==> config.mk <==
export PLATFORM = sky130hd
export DESIGN_NAME = tdt_queue
export DESIGN_NICKNAME = d
export VERILOG_FILES = /design/src/rtl/tdt_pkg.sv /design/src/rtl/tdt_queue.sv
export VERILOG_INCLUDE_DIRS = /design/src /design/src/rtl
export SDC_FILE = /design/constraint.sdc
export NUM_CORES = 1
export LEC_CHECK = 0
export BUFFER_PORTS_ARGS = -buffer_cell sky130_fd_sc_hd__clkbuf_2
export CAP_MARGIN = 20
export CORE_MARGIN = 2
export CORE_UTILIZATION = 47
export DETAILED_ROUTE_END_ITERATION = 12
export GPL_TIMING_DRIVEN = 0
export PLACE_DENSITY = 0.83
export SLEW_MARGIN = 30
export SYNTH_ARGS = -nofsm -noshare
export SYNTH_HDL_FRONTEND = slang
export SYNTH_SLANG_ARGS = --single-unit
==> constraint.sdc <==
create_clock -name clk -period 6.8 [get_ports clk]
set_clock_uncertainty 0.2 [all_clocks]
set_input_delay 1.36 -clock clk [delete_from_list [all_inputs] [get_ports clk]]
set_output_delay 1.36 -clock clk [all_outputs]
set_load 0.01 [all_outputs]
==> src/rtl/two_channel_fringe_density_tracker_assert.svh <==
// Assertion macros shared by the fringe tracker modules.
`ifndef TWO_CHANNEL_FRINGE_DENSITY_TRACKER_ASSERT_SVH
`define TWO_CHANNEL_FRINGE_DENSITY_TRACKER_ASSERT_SVH

// Condition holds at every edge out of reset.
`define TDT_ASSERT_HOLDS(name, clk, rst, cond) \
  name: assert property (@(posedge clk) disable iff (rst) (cond)) \
    else $error("tdt: invariant violated");

// Same-cycle implication.
`define TDT_ASSERT_IMPL(name, clk, rst, ante, cons) \
  name: assert property (@(posedge clk) disable iff (rst) (ante) |-> (cons)) \
    else $error("tdt: implication violated");

// Next-cycle implication.
`define TDT_ASSERT_NEXT(name, clk, rst, ante, cons) \
  name: assert property (@(posedge clk) disable iff (rst) (ante) |=> (cons)) \
    else $error("tdt: next-cycle check violated");

`endif

==> src/rtl/tdt_pkg.sv <==
package tdt_pkg;

  localparam int REG_IDX_W = 3;

  localparam logic [REG_IDX_W-1:0] REG_CH0_QUAD  = 3'd0;
  localparam logic [REG_IDX_W-1:0] REG_CH0_LIN   = 3'd1;
  localparam logic [REG_IDX_W-1:0] REG_CH0_CONST = 3'd2;
  localparam logic [REG_IDX_W-1:0] REG_CH1_QUAD  = 3'd3;
  localparam logic [REG_IDX_W-1:0] REG_CH1_LIN   = 3'd4;
  localparam logic [REG_IDX_W-1:0] REG_CH1_CONST = 3'd5;
  localparam logic [REG_IDX_W-1:0] REG_UPPER     = 3'd6;
  localparam logic [REG_IDX_W-1:0] REG_LOWER     = 3'd7;

  typedef struct packed {
    logic signed [31:0] ch0_quad;
    logic signed [31:0] ch0_lin;
    logic signed [31:0] ch0_const;
    logic signed [31:0] ch1_quad;
    logic signed [31:0] ch1_lin;
    logic signed [31:0] ch1_const;
  } tdt_coef_t;

  typedef struct packed {
    logic signed [31:0] upper;
    logic signed [31:0] lower;
  } tdt_limit_t;

  // One classified item between front and back.
  typedef struct packed {
    logic signed [31:0] val0;
    logic signed [31:0] val1;
    logic               last;
    logic               preset;
    logic               preset_channel;
    logic signed [31:0] preset_offset;
  } tdt_entry_t;

  function automatic logic signed [31:0] sat32(input logic signed [63:0] x);
    logic signed [31:0] r;
    if (x > 64'sd2147483647) begin
      r = 32'sh7fffffff;
    end else if (x < -64'sd2147483648) begin
      r = 32'sh80000000;
    end else begin
      r = x[31:0];
    end
    return r;
  endfunction

endpackage

==> src/rtl/tdt_queue.sv <==
`include "two_channel_fringe_density_tracker_assert.svh"

module tdt_queue (
  input  logic                clk,
  input  logic                rst,
  input  logic                push,
  input  tdt_pkg::tdt_entry_t din,
  output logic                full,
  input  logic                pop,
  output tdt_pkg::tdt_entry_t dout,
  output logic                q_valid
);
  import tdt_pkg::*;

  localparam int DEPTH = 2;

  tdt_entry_t  mem [DEPTH];
  logic        wr_ptr, rd_ptr;
  logic [1:0]  cnt;

  assign full    = (cnt == 2'(DEPTH));
  assign q_valid = (cnt != 2'd0);
  assign dout    = mem[rd_ptr];

  always_ff @(posedge clk) begin
    if (push) mem[wr_ptr] <= din;
  end

  always_ff @(posedge clk) begin
    if (rst) begin
      wr_ptr <= 1'b0;
      rd_ptr <= 1'b0;
      cnt    <= 2'd0;
    end else begin
      if (push) wr_ptr <= ~wr_ptr;
      if (pop)  rd_ptr <= ~rd_ptr;
      if (push && !pop)      cnt <= cnt + 2'd1;
      else if (pop && !push) cnt <= cnt - 2'd1;
    end
  end

  `TDT_ASSERT_HOLDS(a_cnt_bound, clk, rst, cnt <= 2'(DEPTH))
  `TDT_ASSERT_NEXT(a_cnt_up, clk, rst, push && !pop, cnt == $past(cnt) + 2'd1)
  `TDT_ASSERT_NEXT(a_cnt_down, clk, rst, pop && !push, cnt == $past(cnt) - 2'd1)

endmodule

==> metrics.md, run 1 <==
| Metric | Value |
|---|---|
| Clock transition at path regs | ~0.060 ns |
| Post-synth EDFFs | around 200 |
| Tot Pwr | 2.82 mW |
| # nets final | 666 |
| Starting Density | 48.4% |
| RSZ-0062 raised after global routing | no |
| Grt total ovfl | 0 |
| DR vias/cell | 4.89 |
| #FFs+latches synth | 203 |
| Ant. Diodes | 0 |
| Fin area | 0.00944 mm^2 |
| Most numerous cell in the Yosys netlist | edfxtp_1 |
| First-pass GRT wire length | between 15000 and 20000 um |
| Commonest cells post-synth | edfxtp_1, mux2_2, mux2_4 |
| # placed instances | 750 |
| Gr busiest metal | met2 |
| R2R Path Start | wr_ptr |
| Number of global-route vias before repair | about 4000 |
| Final hold vios | 0 |
| Synth Instances | 330 |
| Root Buffer Master | clkbuf_16 |
| I/O Buffers | 203 |
| Fillers | ~1100 |
| Critical Path Sink Type | primary output |
| Area contributors post-synth | edfxtp_1, mux2_2, mux2_4, dfxtp_1, buf_2 |
| TritonRoute pass-1 iters | 4 |
| DRC Markers | 0 |
| Clk sinks | slightly above 200 |
| Critical Path Sink | dout[89] |
| Leakage | roughly 3.6 nW |
| Multi-input gate area | 0.00127 mm^2 |
| DP Area | 0.00883 mm^2 |
| Worst reg2reg setup slack | 4.87 ns |
| R2R depth | 3 |
| Met1 usage | 17.4% |
| Die width | about 130 um |
| Initial antenna violation count | 0 |
| Slew margin rel. | 56.6% |
| # hold bufs at CTS | 0 |
| Resized cells post-CTS | 0 |
| Minimum clock period | 3.31 ns |
| Placer Congestion | 0.767 |
| Layout area overhead | 27.9% |
| Std-Cell Rows | 45 |
| Non-filler cells, final | 785 |
| Synth cell types | 17 |
| Synth Cell Area | 0.00738 mm^2 |
| Predominant post-synthesis flop cell | edfxtp_1 |
| FF-to-FF End | mem[1][81] |
| Asr flop ratio synth | 0% |
| Antenna Nets Post-Route | 0 |
| GR Util All Layers | 15.3% |
| Crit Path Max Fanout | 10 |
| Synth Net Count | between 400 and 500 |
| Sequential share of the synthesized area | 81.9% |
| DP HPWL | roughly 9600 um |
| Final period utilization | 48.7% |
| Met2 usage | 27.7% |
| TritonCTS Buffers | 21 |
| Largest net degree at the start of global routing | 48 |
| Worst EP arrival | 1.75 ns |
| Setup CP Type | flip-flop to primary output |
| DRT iter0 DRCs | 147 |
| H-tree depth | 1 |
| Max Cap Viol | 0 |
| Worst min-delay path class | flip-flop to flip-flop |
| Least-Margin Pin Slew | 0.649 ns |
| Req. time, crit path | between 5 and 6 ns |
| CTS Buffer Depth | 3 |
| Fraction of layout instances using a drive strength above 1 | between 60% and 70% |
| Post-Route Setup TNS | 0 ns |
| Via Count | between 3000 and 4000 |
| Post-synth top area cell | edfxtp_1 |
| Syn Area/Cell | 22.4 um^2 |
| Highest clock rate | 302 MHz |
| M3 GR Usage | under 10% |
| Register Area | 0.00605 mm^2 |
| Final Max Slew Viols | 0 |
| Clock Latency Late Sink | 0.47 ns |
| Setup crit start kind | flip-flop |
| PwrDens | 298 mW/mm^2 |
| CTS tree | done |
| I/O pin count | 204 |
| Yosys top cell area share | roughly four fifths |
| Run status | finished clean |
| Die H | 129 um |
| Setup-failing EPs final | 0 |
| Wirelength, routed | 13500 um |
| Die Area | between 0.015 and 0.02 mm^2 |
| Synth warn | 0 |
| Postcts setup bufs | 0 |
| Core Footprint | approximately 0.015 mm^2 |
| Max IR drop VDD | 0.239 mV |
| Wire length per cell | about 17 um |
==> per-stage QoR <==
| stage | setup slack (ns) | hold WS (ns) | utilization (%) |
|---|---|---|---|
| 2_1_floorplan | 0.361 | 0.256 | - |
| 3_3_place_gp | -1.87 | 0.282 | 56.8 |
| 3_5_place_dp | 3.81 | 0.314 | 57.9 |
| 4_1_cts | 3.43 | 0.323 | 61.9 |
| 5_1_grt | 3.38 | 0.332 | 61.9 |
| 6_report | 3.49 | 0.328 | 61.9 |
==> where the power goes <==
group | total (mW) | internal, mW | switching, mW
combinational | 0.324 | 0.158 | 0.166
sequential | 1.48 | 1.46 | 0.0188
clock | 1.01 | 0.602 | 0.411
total | 2.82 | 2.22 | 0.596
==> critical path, cell delays in order (launching register included) <==
cell and delay, ns:
dfxtp_1 0.32, buf_6 0.15, buf_6 0.17, buf_6 0.19, mux2_4 0.32, clkbuf_2 0.13
==> flip-flops by register name, summed over array words and instances (netlist names), named ones only <==
| signal | count |
|---|---|
| mem | 198 |
| cnt | 2 |
| wr_ptr | 1 |
| rd_ptr | 1 |
==> cells in the final DEF (no fill, tap or decap), types with 4 or more instances in the layout <==
| cell type | n |
|---|---|
| buf_16 | 5 |
| mux2_4 | 10 |
| dfxtp_1 | 5 |
| nor2_1 | 4 |
| clkbuf_1 | 9 |
| mux2_2 | 89 |
| buf_2 | 8 |
| edfxtp_1 | 198 |
| clkbuf_16 | 21 |
| clkbuf_2 | 203 |
==> cells by family (layout without fill, tap and decap cells) <==
| group | Yosys count | after routing | synth area share, % |
|---|---|---|---|
| AND/OR/NAND/NOR | 9 | 9 | 0.627 |
| AO/OA/AOI/OAI | 2 | 2 | 0.136 |
| flip-flops | 203 | 203 | 81.9 |
| buffers and inverters | 12 | 256 | 1.05 |
| XOR/XNOR | 4 | 4 | 0.475 |
| adder cells (fa/ha/maj) | 1 | 1 | 0.170 |
| multiplexers | 99 | 99 | 15.6 |
==> cell type report <==
class	count	share of cell area [%]
Buffer	11	0.782
Clock buffer	33	6.36
Clock inverter	2	0.133
Inverter	1	0.0398
Multi-Input combinational cell	115	13.4
Sequential cell	203	64.0
Tap cell	211	2.80
Timing Repair Buffer	209	12.4
==> how the worst min path moves through the flow <==
stage / to / start / slack, ns / cells past startpoint
floorplan: cnt[1] / cnt[1] / 0.26 / 2
global placement: cnt[1] / cnt[1] / 0.28 / 2
detailed placement: cnt[1] / cnt[1] / 0.31 / 2
CTS: cnt[1] / cnt[1] / 0.32 / 2
global route: cnt[1] / cnt[1] / 0.33 / 2
finish: cnt[1] / cnt[1] / 0.33 / 2
==> routing by layer <==
metal / vias up / share of wire (%) / wire (um)
met5: - / 0 / 0
met4: 0 / 2.3 / 310
met3: 31 / 7.9 / 1060
met2: 157 / 51 / 6910
met1: 1883 / 38 / 5180
li1: 1770 / - / -
No activity file was read; power rests on OpenSTA's default activity.
==> run 2: changes to the inputs <==
--- a/config.mk
+++ b/config.mk
@@ -6,13 +6,14 @@
 export SDC_FILE = /design/constraint.sdc
 export NUM_CORES = 1
 export LEC_CHECK = 0
+export ABC_AREA = 1
 export BUFFER_PORTS_ARGS = -buffer_cell sky130_fd_sc_hd__clkbuf_2
 export CAP_MARGIN = 20
 export CORE_MARGIN = 2
-export CORE_UTILIZATION = 47
+export CORE_UTILIZATION = 52
 export DETAILED_ROUTE_END_ITERATION = 12
 export GPL_TIMING_DRIVEN = 0
-export PLACE_DENSITY = 0.83
+export PLACE_DENSITY = 0.86
 export SLEW_MARGIN = 30
 export SYNTH_ARGS = -nofsm -noshare
 export SYNTH_HDL_FRONTEND = slang
==> constraint.sdc (replaced) <==
create_clock -name clk -period 3.1 [get_ports clk]
set_clock_uncertainty 0.2 [all_clocks]
set_input_delay 0.62 -clock clk [delete_from_list [all_inputs] [get_ports clk]]
set_output_delay 0.62 -clock clk [all_outputs]
set_load 0.01 [all_outputs]
==> metrics.md, run 2 <==
| Metric | Value |
|---|---|
| Run status | finished clean |
| Ant. Diodes | 0 (unchanged) |
| Sequential share of the synthesized area | 81.7% (-0.21 points) |
| DRC Markers | 0 (unchanged) |
| Core Footprint | 0.0139 mm^2 (-9.0%) |
| Grt total ovfl | 0 (unchanged) |
| Minimum clock period | between 2 and 3 ns |
| Post-synth EDFFs | 198 (unchanged) |
| Setup crit start kind | flip-flop |
| Top Family by Delay on Critical Path | buffers and inverters |
| Post-Route Utilization | 68.7% (+6.8 points) |
| DP HPWL | 9130 um (-4.6%) |
| Synth Cell Area | 0.00740 mm^2 (+0.25%) |
| Most frequent cells in the layout | clkbuf_2, edfxtp_1, mux2_2 |
| # hold bufs at CTS | 0 (unchanged) |
| H-tree depth | 1 (unchanged) |
| Area contributors post-synth | edfxtp_1, mux2_2, mux2_4, dfxtp_1, buf_2 |
| Placer Congestion | 0.696 (-9.3%) |
| Most flops, register | mem |
| Final hold vios | 0 (unchanged) |
| Dpl ws | 0.724 ns (-3.09 ns) |
| # nets final | 678 (+1.8%) |
| Yosys top cell area share | 80.4% (-0.20 points) |
| Biggest regs | mem (198), cnt (2) |
| Postcts setup bufs | 0 (unchanged) |
| Sw Ratio | 20.5% (-0.71 points) |
| TritonCTS Buffers | 21 (unchanged) |
| Clock power share | 39.7% (+3.7 points) |
| Number of global-route vias before repair | 3988 (-0.18%) |
| PwrDens | 674 mW/mm^2 (+130%) |
| DR vias/cell | 5.01 (+2.3%) |
| Final Max Slew Viols | 0 (unchanged) |
| RSZ-0062 raised after global routing | no |
| Slew margin rel. | 51.5% (-5.1 points) |
| Leading cell type in the layout, fill and taps excluded | clkbuf_2 |
| Die H | 123 um (-4.7%) |
| Setup-failing EPs final | 0 (unchanged) |
| Least-Margin Pin Slew | 0.726 ns (+0.0766 ns) |
| Via Count | 3846 (+0.13%) |
| Synth Net Count | 445 (+2.5%) |
| Synth Instances | 341 (+3.3%) |
| I/O Buffers | 203 (unchanged) |
| Starting Density | 53.3% (+4.9 points) |
| Buf/Inv on CP | 4 (unchanged) |
| #FFs+latches synth | 203 (unchanged) |
| Cell chain of the critical path | buf_6 -> buf_6 -> buf_6 -> mux2_4 -> clkbuf_2 |
| Commonest cells post-synth | edfxtp_1, mux2_2, mux2_4 |
| Net Sw Power | 1.31 mW (+120%) |
| Multi-input gate area | 0.00125 mm^2 (-1.1%) |
| Clk sinks | 203 (unchanged) |
| Fin area | 0.00953 mm^2 (+0.95%) |
| Most common cell on crit path | buf_6 |
| Clock transition at path regs | 0.06 ns (about the same) |
| Flip-flop count of the largest register after layout | 198 (unchanged) |
| Highest clock rate | slightly below 400 MHz |
| Req. time, crit path | 2.28 ns (-2.96 ns) |
| Fillers | 922 (-15%) |
| Antenna Nets Post-Route | 0 (unchanged) |
| Syn Area/Cell | 21.7 um^2 (-3.0%) |
| Worst setup margin | 0.526 ns (-2.96 ns) |
| Most numerous cell in the Yosys netlist | edfxtp_1 |
| Predominant post-synthesis flop cell | edfxtp_1 |
| Die Area | 0.0152 mm^2 (-9.1%) |
| Reg power frac | 50.0% (-2.5 points) |
| Post-synth top area cell | edfxtp_1 |
| Final period utilization | between 80 and 90% |
| Setup CP Type | flip-flop to primary output |
| GR Util All Layers | 16.7% (+1.4 points) |
| Clock Latency Late Sink | 0.47 ns (about the same) |
| CTS Buffer Depth | 3 (unchanged) |
| Leakage | 3.71 nW (+2.3%) |
| Max IR drop VDD | 0.640 mV (+170%) |
| Asr flop ratio synth | 0% (unchanged) |
| Wire length per cell | 17.2 um (+0.39%) |
| Root Buffer Master | clkbuf_16 |
| Synth cell types | 16 (-1) |
| Synth warn | 0 (unchanged) |
| CTS tree | done |
| Gate power share | 10.3% (-1.2 points) |
| Register Area | 0.00605 mm^2 (unchanged) |
| Critical Path Sink Type | primary output |
| I/O pin count | 204 (unchanged) |
| First-pass GRT wire length | 19500 um (-0.84%) |
| Resized cells post-CTS | 0 (unchanged) |
| TritonRoute pass-1 iters | 4 (unchanged) |
| Worst min-delay path class | input pin to flip-flop |
| Fraction of layout instances using a drive strength above 1 | 60.2% (-0.25 points) |
| Max Cap Viol | 0 (unchanged) |
| Worst EP arrival | 1.75 ns (about the same) |
| DRT iter0 DRCs | 208 (+41%) |
| Wirelength, routed | 13200 um (-1.8%) |
| Std-Cell Rows | 43 (-4.4%) |
| Die width | 123 um (-4.7%) |
| DP Area | 0.00881 mm^2 (-0.21%) |
| Largest net degree at the start of global routing | 32 (-33%) |
| Crit-path max cell delay | 0.32 ns (about the same) |
| Internal power | 5.11 mW (+130%) |
| Tot Pwr | 6.42 mW (+130%) |
| Layout area overhead | 28.8% |
| Initial antenna violation count | 0 (unchanged) |
| Crit Path Max Fanout | 10 (unchanged) |
| CP max stage cell | dfxtp_1 |
-- run 2: cell type report --
type	instances	area share [%]
Buffer	11	0.775
Tap cell	180	2.36
Clock buffer	29	6.35
Multi-Input combinational cell	118	13.1
Clock inverter	8	1.22
Timing Repair Buffer	210	12.3
Inverter	9	0.394
Sequential cell	203	63.4
-- run 2: path summary, 6_finish.rpt --
kind              slack, ns  startpoint    endpoint  cells after the start
setup / recovery       0.53   flip-flop    dout[81]                      5
hold / removal         0.13     din[76]  mem[1][76]                      1
setup reg to reg       1.22      wr_ptr  mem[0][46]                      3
hold reg to reg        0.33      rd_ptr   flip-flop                      2
-- run 2: kinds of logic after synthesis --
kind of cell / count (synthesis) / share of synthesized area (%)
DFF: 203 / 81.7
muxes: 99 / 15.6
buffers and inverters: 20 / 1.45
and+or+nand+nor: 15 / 0.829
AOI/OAI and AO/OA: 2 / 0.135
xor gates and xnor gates: 1 / 0.118
adders and majority gates: 1 / 0.169
-- run 2: per-layer routing --
| metal | share of wire [%] | global-route usage [%] | up-vias |
|---|---|---|---|
| met3 | 9.2 | 5.72 | 22 |
| met4 | 1.4 | 3.98 | 0 |
| met2 | 52 | 30.3 | 149 |
| li1 | - | - | 1803 |
| met5 | 0 | 0 | - |
| met1 | 37 | 19.0 | 1872 |
-- run 2: through the flow --
step | setup TNS (ns) | instances | hold WS, ns
finish | 0 | 768 | 0.133
global route | 0 | 768 | 0.114
CTS | 0 | 768 | 0.115
detailed placement | 0 | 731 | 0.317
global placement | -90.44 | 724 | 0.297
floorplan | 0 | 341 | 0.280
-- run 2: power groups by stage --
stage | registers (mW) | logic, mW | clock network [mW]
floorplan | 3.26 | 0.366 | 0
global placement | 3.27 | 0.618 | 0
detailed placement | 3.27 | 0.669 | 0
CTS | 3.21 | 0.675 | 2.60
global route | 3.22 | 0.719 | 2.72
finish | 3.21 | 0.663 | 2.55
