$ cat src/rtl/two_channel_fringe_density_tracker_assert.svh
// Assertion macros shared by the fringe tracker modules.
`ifndef TWO_CHANNEL_FRINGE_DENSITY_TRACKER_ASSERT_SVH
`define TWO_CHANNEL_FRINGE_DENSITY_TRACKER_ASSERT_SVH

// Condition holds at every edge out of reset.
`define TDT_ASSERT_HOLDS(name, clk, rst, cond) \
  name: assert property (@(posedge clk) disable iff (rst) (cond)) \
    else $error("tdt: invariant violated");

// Same-cycle implication.
`define TDT_ASSERT_IMPL(name, clk, rst, ante, cons) \
  name: assert property (@(posedge clk) disable iff (rst) (ante) |-> (cons)) \
    else $error("tdt: implication violated");

// Next-cycle implication.
`define TDT_ASSERT_NEXT(name, clk, rst, ante, cons) \
  name: assert property (@(posedge clk) disable iff (rst) (ante) |=> (cons)) \
    else $error("tdt: next-cycle check violated");

`endif

$ cat src/rtl/tdt_pkg.sv
package tdt_pkg;

  localparam int REG_IDX_W = 3;

  localparam logic [REG_IDX_W-1:0] REG_CH0_QUAD  = 3'd0;
  localparam logic [REG_IDX_W-1:0] REG_CH0_LIN   = 3'd1;
  localparam logic [REG_IDX_W-1:0] REG_CH0_CONST = 3'd2;
  localparam logic [REG_IDX_W-1:0] REG_CH1_QUAD  = 3'd3;
  localparam logic [REG_IDX_W-1:0] REG_CH1_LIN   = 3'd4;
  localparam logic [REG_IDX_W-1:0] REG_CH1_CONST = 3'd5;
  localparam logic [REG_IDX_W-1:0] REG_UPPER     = 3'd6;
  localparam logic [REG_IDX_W-1:0] REG_LOWER     = 3'd7;

  typedef struct packed {
    logic signed [31:0] ch0_quad;
    logic signed [31:0] ch0_lin;
    logic signed [31:0] ch0_const;
    logic signed [31:0] ch1_quad;
    logic signed [31:0] ch1_lin;
    logic signed [31:0] ch1_const;
  } tdt_coef_t;

  typedef struct packed {
    logic signed [31:0] upper;
    logic signed [31:0] lower;
  } tdt_limit_t;

  // One classified item between front and back.
  typedef struct packed {
    logic signed [31:0] val0;
    logic signed [31:0] val1;
    logic               last;
    logic               preset;
    logic               preset_channel;
    logic signed [31:0] preset_offset;
  } tdt_entry_t;

  function automatic logic signed [31:0] sat32(input logic signed [63:0] x);
    logic signed [31:0] r;
    if (x > 64'sd2147483647) begin
      r = 32'sh7fffffff;
    end else if (x < -64'sd2147483648) begin
      r = 32'sh80000000;
    end else begin
      r = x[31:0];
    end
    return r;
  endfunction

endpackage

$ cat src/rtl/tdt_back.sv
`include "two_channel_fringe_density_tracker_assert.svh"

module tdt_back #(
  parameter int HALF_FRINGE = 32768,
  parameter int BLOCK_MAX   = 1024
) (
  input  logic                clk,
  input  logic                rst,
  input  tdt_pkg::tdt_limit_t lim,
  input  logic                q_valid,
  input  tdt_pkg::tdt_entry_t q_data,
  output logic                q_pop,
  output logic                result_valid,
  input  logic                result_stall,
  output logic signed [31:0]  density,
  output logic                channel_used,
  output logic [1:0]          jump_kind,
  output logic signed [31:0]  block_mean,
  output logic                mean_valid
);
  import tdt_pkg::*;

  localparam int CNT_W  = $clog2(BLOCK_MAX + 1);
  localparam int SUM_W  = 32 + CNT_W;
  localparam int NUM_W  = SUM_W + 1;
  localparam int DCNT_W = $clog2(NUM_W);
  localparam logic [CNT_W-1:0]  BMAX  = CNT_W'(BLOCK_MAX);
  localparam logic [DCNT_W-1:0] DLAST = DCNT_W'(NUM_W - 1);
  localparam logic signed [63:0] HF   = 64'(HALF_FRINGE);

  typedef enum logic [1:0] {B_RUN, B_DIV, B_WAIT} bstate_t;

  bstate_t                  state;
  logic                     active_channel;
  logic signed [31:0]       fringe_offset;
  logic signed [SUM_W-1:0]  block_sum;
  logic [CNT_W-1:0]         block_count;

  logic signed [31:0]       pend_density;
  logic                     pend_channel;
  logic [1:0]               pend_kind;
  logic                     neg;
  logic [NUM_W-1:0]         dnum;
  logic [CNT_W-1:0]         drem, dn;
  logic [DCNT_W-1:0]        dcnt;

  logic                     out_free;
  logic                     res_load;
  logic                     ch, up, dn_hit, nxt;
  logic signed [31:0]       off, off1, off2, cur, dens;
  logic signed [SUM_W-1:0]  sum_new;
  logic [CNT_W-1:0]         cnt_new, n_div;
  logic [SUM_W-1:0]         mag;
  logic [CNT_W:0]           trial;
  logic                     ge;
  logic signed [NUM_W:0]    qs;
  logic signed [31:0]       mean_sat;

  assign out_free = !result_valid || !result_stall;
  assign q_pop    = (state == B_RUN) && q_valid && out_free;
  // result register reloads this cycle
  assign res_load = (q_pop && !q_data.last) || ((state == B_WAIT) && out_free);

  // tracking step for the item at the queue head
  always_comb begin
    ch      = q_data.preset ? q_data.preset_channel : active_channel;
    off     = q_data.preset ? q_data.preset_offset  : fringe_offset;
    cur     = ch ? q_data.val1 : q_data.val0;
    up      = cur > lim.upper;
    dn_hit  = cur < lim.lower;
    off1    = up ? sat32(64'(off) + HF) : off;
    off2    = dn_hit ? sat32(64'(off1) - HF) : off1;
    nxt     = (up || dn_hit) ? ~ch : ch;
    dens    = sat32(64'(off2) + 64'(nxt ? q_data.val1 : q_data.val0));
    if (block_count < BMAX) begin
      sum_new = block_sum + SUM_W'(dens);
      cnt_new = block_count + CNT_W'(1);
    end else begin
      sum_new = block_sum;
      cnt_new = block_count;
    end
    n_div   = (cnt_new == '0) ? CNT_W'(1) : cnt_new;
    mag     = sum_new[SUM_W-1] ? SUM_W'(-sum_new) : SUM_W'(sum_new);
  end

  // restoring divider, one quotient bit per cycle
  assign trial = {drem, dnum[NUM_W-1]};
  assign ge    = trial >= {1'b0, dn};
  assign qs    = $signed({1'b0, dnum});
  assign mean_sat = sat32(64'(neg ? -qs : qs));

  always_ff @(posedge clk) begin
    if (rst) begin
      state          <= B_RUN;
      active_channel <= 1'b0;
      fringe_offset  <= '0;
      block_sum      <= '0;
      block_count    <= '0;
      result_valid   <= 1'b0;
    end else begin
      if (result_valid && !result_stall && !res_load) result_valid <= 1'b0;
      case (state)
        B_RUN: begin
          if (q_pop) begin
            active_channel <= nxt;
            fringe_offset  <= off2;
            if (q_data.last) begin
              block_sum    <= '0;
              block_count  <= '0;
              pend_density <= dens;
              pend_channel <= nxt;
              pend_kind    <= {dn_hit, up};
              neg          <= sum_new[SUM_W-1];
              dnum         <= {1'b0, mag} + NUM_W'(n_div >> 1);
              drem         <= '0;
              dn           <= n_div;
              dcnt         <= '0;
              state        <= B_DIV;
            end else begin
              block_sum    <= sum_new;
              block_count  <= cnt_new;
              result_valid <= 1'b1;
              density      <= dens;
              channel_used <= nxt;
              jump_kind    <= {dn_hit, up};
              block_mean   <= '0;
              mean_valid   <= 1'b0;
            end
          end
        end
        B_DIV: begin
          drem <= ge ? CNT_W'(trial - {1'b0, dn}) : trial[CNT_W-1:0];
          dnum <= {dnum[NUM_W-2:0], ge};
          dcnt <= dcnt + DCNT_W'(1);
          if (dcnt == DLAST) state <= B_WAIT;
        end
        B_WAIT: begin
          if (out_free) begin
            result_valid <= 1'b1;
            density      <= pend_density;
            channel_used <= pend_channel;
            jump_kind    <= pend_kind;
            block_mean   <= mean_sat;
            mean_valid   <= 1'b1;
            state        <= B_RUN;
          end
        end
        default: state <= B_RUN;
      endcase
    end
  end

  `TDT_ASSERT_HOLDS(a_count_cap, clk, rst, block_count <= BMAX)
  `TDT_ASSERT_IMPL(a_mean_zero, clk, rst, result_valid && !mean_valid, block_mean == '0)
  `TDT_ASSERT_NEXT(a_last_divides, clk, rst, q_pop && q_data.last, state == B_DIV)

endmodule
$ cat config.mk
export PLATFORM = sky130hd
export DESIGN_NAME = tdt_back
export DESIGN_NICKNAME = d
export VERILOG_FILES = /design/src/rtl/tdt_pkg.sv /design/src/rtl/tdt_back.sv
export VERILOG_INCLUDE_DIRS = /design/src /design/src/rtl
export SDC_FILE = /design/constraint.sdc
export NUM_CORES = 1
export LEC_CHECK = 0
export BUFFER_PORTS_ARGS = -buffer_cell sky130_fd_sc_hd__buf_2
export CAP_MARGIN = 20
export CELL_PAD_IN_SITES_DETAIL_PLACEMENT = 1
export CELL_PAD_IN_SITES_GLOBAL_PLACEMENT = 1
export CORE_MARGIN = 5
export CORE_UTILIZATION = 42
export DETAILED_ROUTE_END_ITERATION = 6
export PLACE_DENSITY_LB_ADDON = 0.1
export SLEW_MARGIN = 20
export SYNTH_ARGS = -nofsm -noshare
export SYNTH_HDL_FRONTEND = slang
export SYNTH_SLANG_ARGS = --single-unit
export TNS_END_PERCENT = 1
$ cat constraint.sdc
create_clock -name clk -period 16.6 [get_ports clk]
set_input_delay 0 -clock clk [delete_from_list [all_inputs] [get_ports clk]]
set_output_delay 0 -clock clk [all_outputs]
set_load 0.03 [all_outputs]
==> impl_metrics.tcl, run 1 <==
set metrics [dict create \
    status "finished, final reports clean" \
    drv_slew 0 \
    required_ps 16900 \
    groute.usage.overall_pct 29.2 \
    seq_area_mm2 0.00709 \
    fin_skew_ps 20.3 \
    max_stage_delay_ps 640 \
    final_common_cell "nor2_1" \
    clock.fmax_mhz 63.1 \
    crit_family "compound AO/OA/AOI/OAI gates" \
    timing.hold.ws_ps 68.0 \
    clock_sinks 266 \
    ys_warn_count 0 \
    die_x_um 256 \
    yosysSeqAreaShare_pct 27.8 \
    critPathSlowestCell "nor4_2" \
    async_flop_share_pct 0 \
    yosysUniqueCellTypes 106 \
    dieArea_mm2 0.0656 \
    syn-cell-area_mm2 0.0255 \
    drt_iter0_markers 1587 \
    synth_nets 3495 \
    dpl.hpwl_mm 79.3 \
    n_antenna_cell 0 \
    max_slew.worst_pin.slew_ps 1060 \
    area_growth_pct 16.1 \
    arrival_ps 16150 \
    power_mw 5.31 \
    avgSynthCellArea_um2 8.06 \
    start_kind "flop" \
    dr.pass1.iters 7 \
    pin_count 237 \
    viasPerCell 6.10 \
    r2r_cells 58 \
    finalSetupViolations 0 \
    grt_pass1_vias 26700 \
    cts_tree "built" \
    fin_nets 3746 \
    pwr_density_cell_mw_per_mm2 180 \
    die_y_um 256 \
    drt_wl_total_mm 100 \
    vias 25700 \
    hold_depth 4 \
    port_buffers 236 \
    slew_headroom_pct 27.3 \
    timing.final.crit_share_pct 95.5 \
    worst-setup-path-type "flop to flop" \
    worstSkewPairLatency_ps 560 \
    path_depth 58 \
    fin_crit_ps 15850 \
    gr-total-overflow 0 \
    leakage_nw 12.2 \
    core_area_mm2 0.0602 \
    drive_above_1_share_pct 18.2 \
    cts_buffer_depth 3 \
    critPathMaxFanout 27 \
    synth_ff_type "edfxtp_1" \
    wl_per_cell_um 23.8 \
    grt_max_degree 78 \
    synth_edf_count 176 \
    cts.reportedPaths.clkPinSlew_ps 70 \
    rows 90 \
    multi_input_area_mm2 0.0175 \
    syn_inst 3157 \
    antenna_found_initial 1 \
    h-tree-depth 2 \
    ys_ff_latch 266 \
    drc 0 \
    drv_cap 0 \
    numCtsBuffers 35 \
    ir_worst_vdd_mv 0.0741 \
    ant_nets 0 \
    holdCritPathClass "input pin to flop" \
    hold_viol_final 0 \
    worstPathBufferInverterCount 7 \
    cts_root_buf "clkbuf_16" \
    mostFrequentLayoutCells "nor2_1, nand2_1, buf_2, a21oi_1, edfxtp_1" \
    crit_top_cell "a21o_1" \
    grt_pass1_wl_mm 156 \
    place.gp.congestion 0.930 \
    start_util_pct 42.3 \
    worst_setup_path_end_kind "flop" \
    fillCellCount 7295 \
]
==> cell usage after synthesis (23+ instances only) <==
library cell / instances / area share [%]
a211oi_1: 33 / 0.97
a21o_1: 64 / 1.9
a21oi_1: 218 / 4.3
a22oi_1: 44 / 1.3
a311oi_1: 28 / 0.96
a31oi_1: 35 / 0.86
and2_1: 23 / 0.57
and3_1: 39 / 0.96
clkbuf_1: 128 / 1.9
dfxtp_1: 90 / 7.1
edfxtp_1: 176 / 21
ha_1: 166 / 8.2
inv_1: 133 / 2.0
mux2_2: 87 / 3.8
mux2i_1: 47 / 1.8
nand2_1: 305 / 4.5
nand3_1: 101 / 2.0
nand4_1: 58 / 1.4
nor2_1: 372 / 5.5
nor2b_1: 33 / 0.81
nor3_1: 91 / 1.8
nor4_1: 36 / 0.88
o211ai_1: 30 / 0.88
o21a_1: 52 / 1.5
o21ai_0: 145 / 2.9
o31ai_1: 29 / 0.86
or3_1: 31 / 0.76
xnor2_1: 106 / 3.6
xor2_1: 70 / 2.4
==> path summary, 6_finish.rpt <==
check,startpoint,end,slack [ps]
worst max-delay path,active_channel,dnum[37],750
worst max register to register,active_channel,dnum[37],750
worst min register to register,fringe_offset[31],fringe_offset[31],480
worst min-delay path,q_data[34],block_sum[0],70
==> power breakdown <==
group          total [mW]  switching (mW)  leakage, nW  internal, mW
Sequential          0.978          0.0910         2.37         0.887
Combinational        3.52            2.21         9.23          1.31
Clock               0.812           0.326        0.577         0.486
==> cells by family after synthesis <==
kind of cell	Yosys count	synth area share, %
mux	135	5.74
compound gates	882	23.7
flops	266	27.8
fa+ha+maj	171	8.55
simple gates	1228	23.6
buf+inv	299	4.60
xor+xnor	176	6.05
==> worst register-to-register path, delay by kind of cell (launching register included) <==
kind                     cells  cell delay [ps]
AO/OA/AOI/OAI               27             6830
XOR/XNOR                     1              630
adder cells (fa/ha/maj)      5             1660
buffers and inverters        7             1120
flip-flops                   1              330
multiplexers                 3              890
AND/OR/NAND/NOR             15             4160
==> registers in the layout, summed over array words and instances (netlist names), 6 cells and up <==
signal	count
block_count	11
block_mean	32
block_sum	43
dcnt	6
density	32
dn	11
dnum	44
drem	11
fringe_offset	32
pend_density	32
==> layout make-up <==
type                    instances  area share, %
clock buffers                  43           3.21
clock inverters                20          0.847
flip-flops and latches        266           24.0
repair buffers                377           7.81
inverters                     136           1.73
well taps                     782           3.31
multi-input cells            2592           59.1
==> metal layers <==
layer | wire (um) | vias to the layer above | GRT usage, %
li1 | - | 12300 | -
met1 | 44200 | 12800 | 38.8
met2 | 48200 | 607 | 50.5
met3 | 5220 | 108 | 3.98
met4 | 2460 | 0 | 7.00
met5 | 0 | - | 0
==> what timing repair did <==
item / 4_1_cts / 5_1_grt
pin swaps: 0 / 7
gates resized for setup: 0 / 28
buffers inserted: 2 / 9
hold buffers: 6 / 0
endpoints found under the setup margin: 8 / 31
hold endpoints to repair: 19 / 0
==> metrics by stage <==
| stage | worst slack [ps] | setup TNS (ps) | utilization (%) | cells | area [um^2] |
|---|---|---|---|---|---|
| 2_1_floorplan | 25.6 | 0 | - | 3157 | 25600 |
| 3_3_place_gp | 334 | 0 | 46.6 | 4136 | 28100 |
| 3_5_place_dp | -138 | -548 | 46.6 | 4136 | 28100 |
| 4_1_cts | 58.7 | 0 | 48.7 | 4207 | 29400 |
| 5_1_grt | -103 | -174 | 49.1 | 4216 | 29600 |
| 6_report | 753 | 0 | 49.1 | 4216 | 29600 |
No activity file was read; power rests on OpenSTA's default activity.
==> run 2: changes to the inputs <==
- CORE_UTILIZATION: 42 -> 50
- clock period: 16.6 -> 18.3 ns (I/O delays scaled with it)
==> impl_metrics.tcl, run 2 (synthesis gave the netlist of run 1 again) <==
set metrics [dict create \
    h-tree-depth 1 \
    dr.pass1.iters 5 \
    fin_crit_ps 17220 \
    critPathSlowestCell "or4_1" \
    pin_count 237 \
    dpl_worst_slack_ps -698 \
    worstPathBufferInverterCount 11 \
    start_kind "flop" \
    p_sw_mw 2.54 \
    status "finished, final reports clean" \
    finalSetupViolations 0 \
    required_ps 18630 \
    n_antenna_cell 0 \
    holdCritPathClass "input pin to flop" \
    grt_pass1_vias 26300 \
    die_x_um 236 \
    seqPwrFrac_pct 18.4 \
    grt_max_degree 84 \
    timing.hold.ws_ps 28.9 \
    crit_family "compound AO/OA/AOI/OAI gates" \
    largest_register "dnum" \
    setup_ws_ps 1080 \
    area_growth_pct 12.5 \
    start_util_pct 50.6 \
    cts_buffer_depth 3 \
    fin_nets 3669 \
    ant_nets 0 \
    largest_register_ffs 44 \
    clock_sinks 266 \
    fin_skew_ps 21.0 \
    drc 0 \
    core_area_mm2 0.0503 \
    port_buffers 236 \
    viasPerCell 6.59 \
    clkPwrFrac_pct 13.5 \
    numCtsBuffers 30 \
    drt_iter0_markers 2497 \
    drv_cap 0 \
    clock.fmax_mhz 58.1 \
    drive_above_1_share_pct 16.1 \
    place.gp.congestion 0.976 \
    cts_tree "built" \
    fin_tns_setup_ps 0 \
    slew_headroom_pct 26.4 \
    grt_pass1_wl_mm 154 \
    drt_wl_total_mm 101 \
    mostFrequentLayoutCells "nor2_1, nand2_1, buf_2, a21oi_1, edfxtp_1" \
    timing.final.crit_share_pct 94.1 \
    hold_viol_final 0 \
    worst-setup-path-type "flop to flop" \
    combPwrFrac_pct 68.1 \
    cts_root_buf "clkbuf_16" \
    cts.reportedPaths.clkPinSlew_ps 70 \
    wl_per_cell_um 25.0 \
    antenna_found_initial 0 \
    rows 82 \
    drv_slew 0 \
    crit_top_cell "a21oi_1" \
    max_stage_delay_ps 620 \
    arrival_ps 17550 \
    worst_setup_path_end_kind "flop" \
    groute.usage.overall_pct 33.9 \
    critPathMaxFanout 33 \
    top_regs "dnum x44, block_sum x43" \
    dpl.hpwl_mm 77.9 \
    ir_worst_vdd_mv 0.134 \
    final_util_pct 57.0 \
    die_y_um 236 \
    leakage_nw 11.7 \
    design_area_mm2 0.0287 \
    swShare_pct 52.4 \
    worstSkewPairLatency_ps 600 \
    intPower_mw 2.31 \
    gr-total-overflow 0 \
    max_slew.worst_pin.slew_ps 1090 \
    final_common_cell "nor2_1" \
    dieArea_mm2 0.0555 \
    vias 26500 \
    pwr_density_cell_mw_per_mm2 169 \
    dpl_cell_area_mm2 0.0273 \
]
## run 2: what timing repair did
item                                   4_1_cts  5_1_grt
pin swaps                                    2        4
setup endpoints to repair                   19       35
hold buffers                                 3        0
buffers inserted                             2        6
endpoints found under the hold margin       22        0
cloned                                       0        1
resized for setup                            9       25
## run 2: cell type report
class | count | area, um^2
multi-input cells | 2592 | 17400
inverters | 136 | 510
repair buffers | 305 | 1750
well taps | 672 | 841
clock inverters | 19 | 213
fillers | 6161 | 21600
flip-flops and latches | 266 | 7090
clock buffers | 37 | 828
## run 2: worst paths after layout
check	startpoint	end	slack, ps	depth (start not counted)
worst min-delay path	q_data[2]	fringe_offset[2]	30	5
worst max register to register	active_channel	dnum[33]	1080	74
worst max-delay path	active_channel	dnum[33]	1080	74
worst min register to register	fringe_offset[31]	fringe_offset[31]	490	2
## run 2: metal layers
layer  vias up  track usage [%]  share of wire [%]
met4         0             8.97                3.1
met1     13100             47.7                 44
met5         -                0                  0
li1      12100                -                  -
met2      1150             54.4                 45
met3       179             5.89                8.0
## run 2: through the flow
stage | power (mW) | instances
after floorplan | 3.05 | 3157
after global placement | 3.88 | 3957
after detailed placement | 4.02 | 3958
after CTS | 4.73 | 4019
after global routing | 5.12 | 4027
final | 4.85 | 4027
## run 2: power groups by stage
stage / sequential, mW / combinational [mW] / clock (mW)
global placement: 0.893 / 2.99 / 0
global route: 0.900 / 3.54 / 0.682
detailed placement: 0.900 / 3.12 / 0
floorplan: 0.887 / 2.17 / 0
CTS: 0.889 / 3.18 / 0.655
finish: 0.892 / 3.30 / 0.654
## run 2: worst reg2reg max path, delay by kind of cell, from the launching register on
| kind | cells | cell delay [ps] |
|---|---|---|
| AO/OA/AOI/OAI | 36 | 7030 |
| AND/OR/NAND/NOR | 18 | 4620 |
| buffers and inverters | 11 | 2070 |
| adder cells (fa/ha/maj) | 6 | 1970 |
| multiplexers | 3 | 950 |
| flip-flops | 1 | 330 |
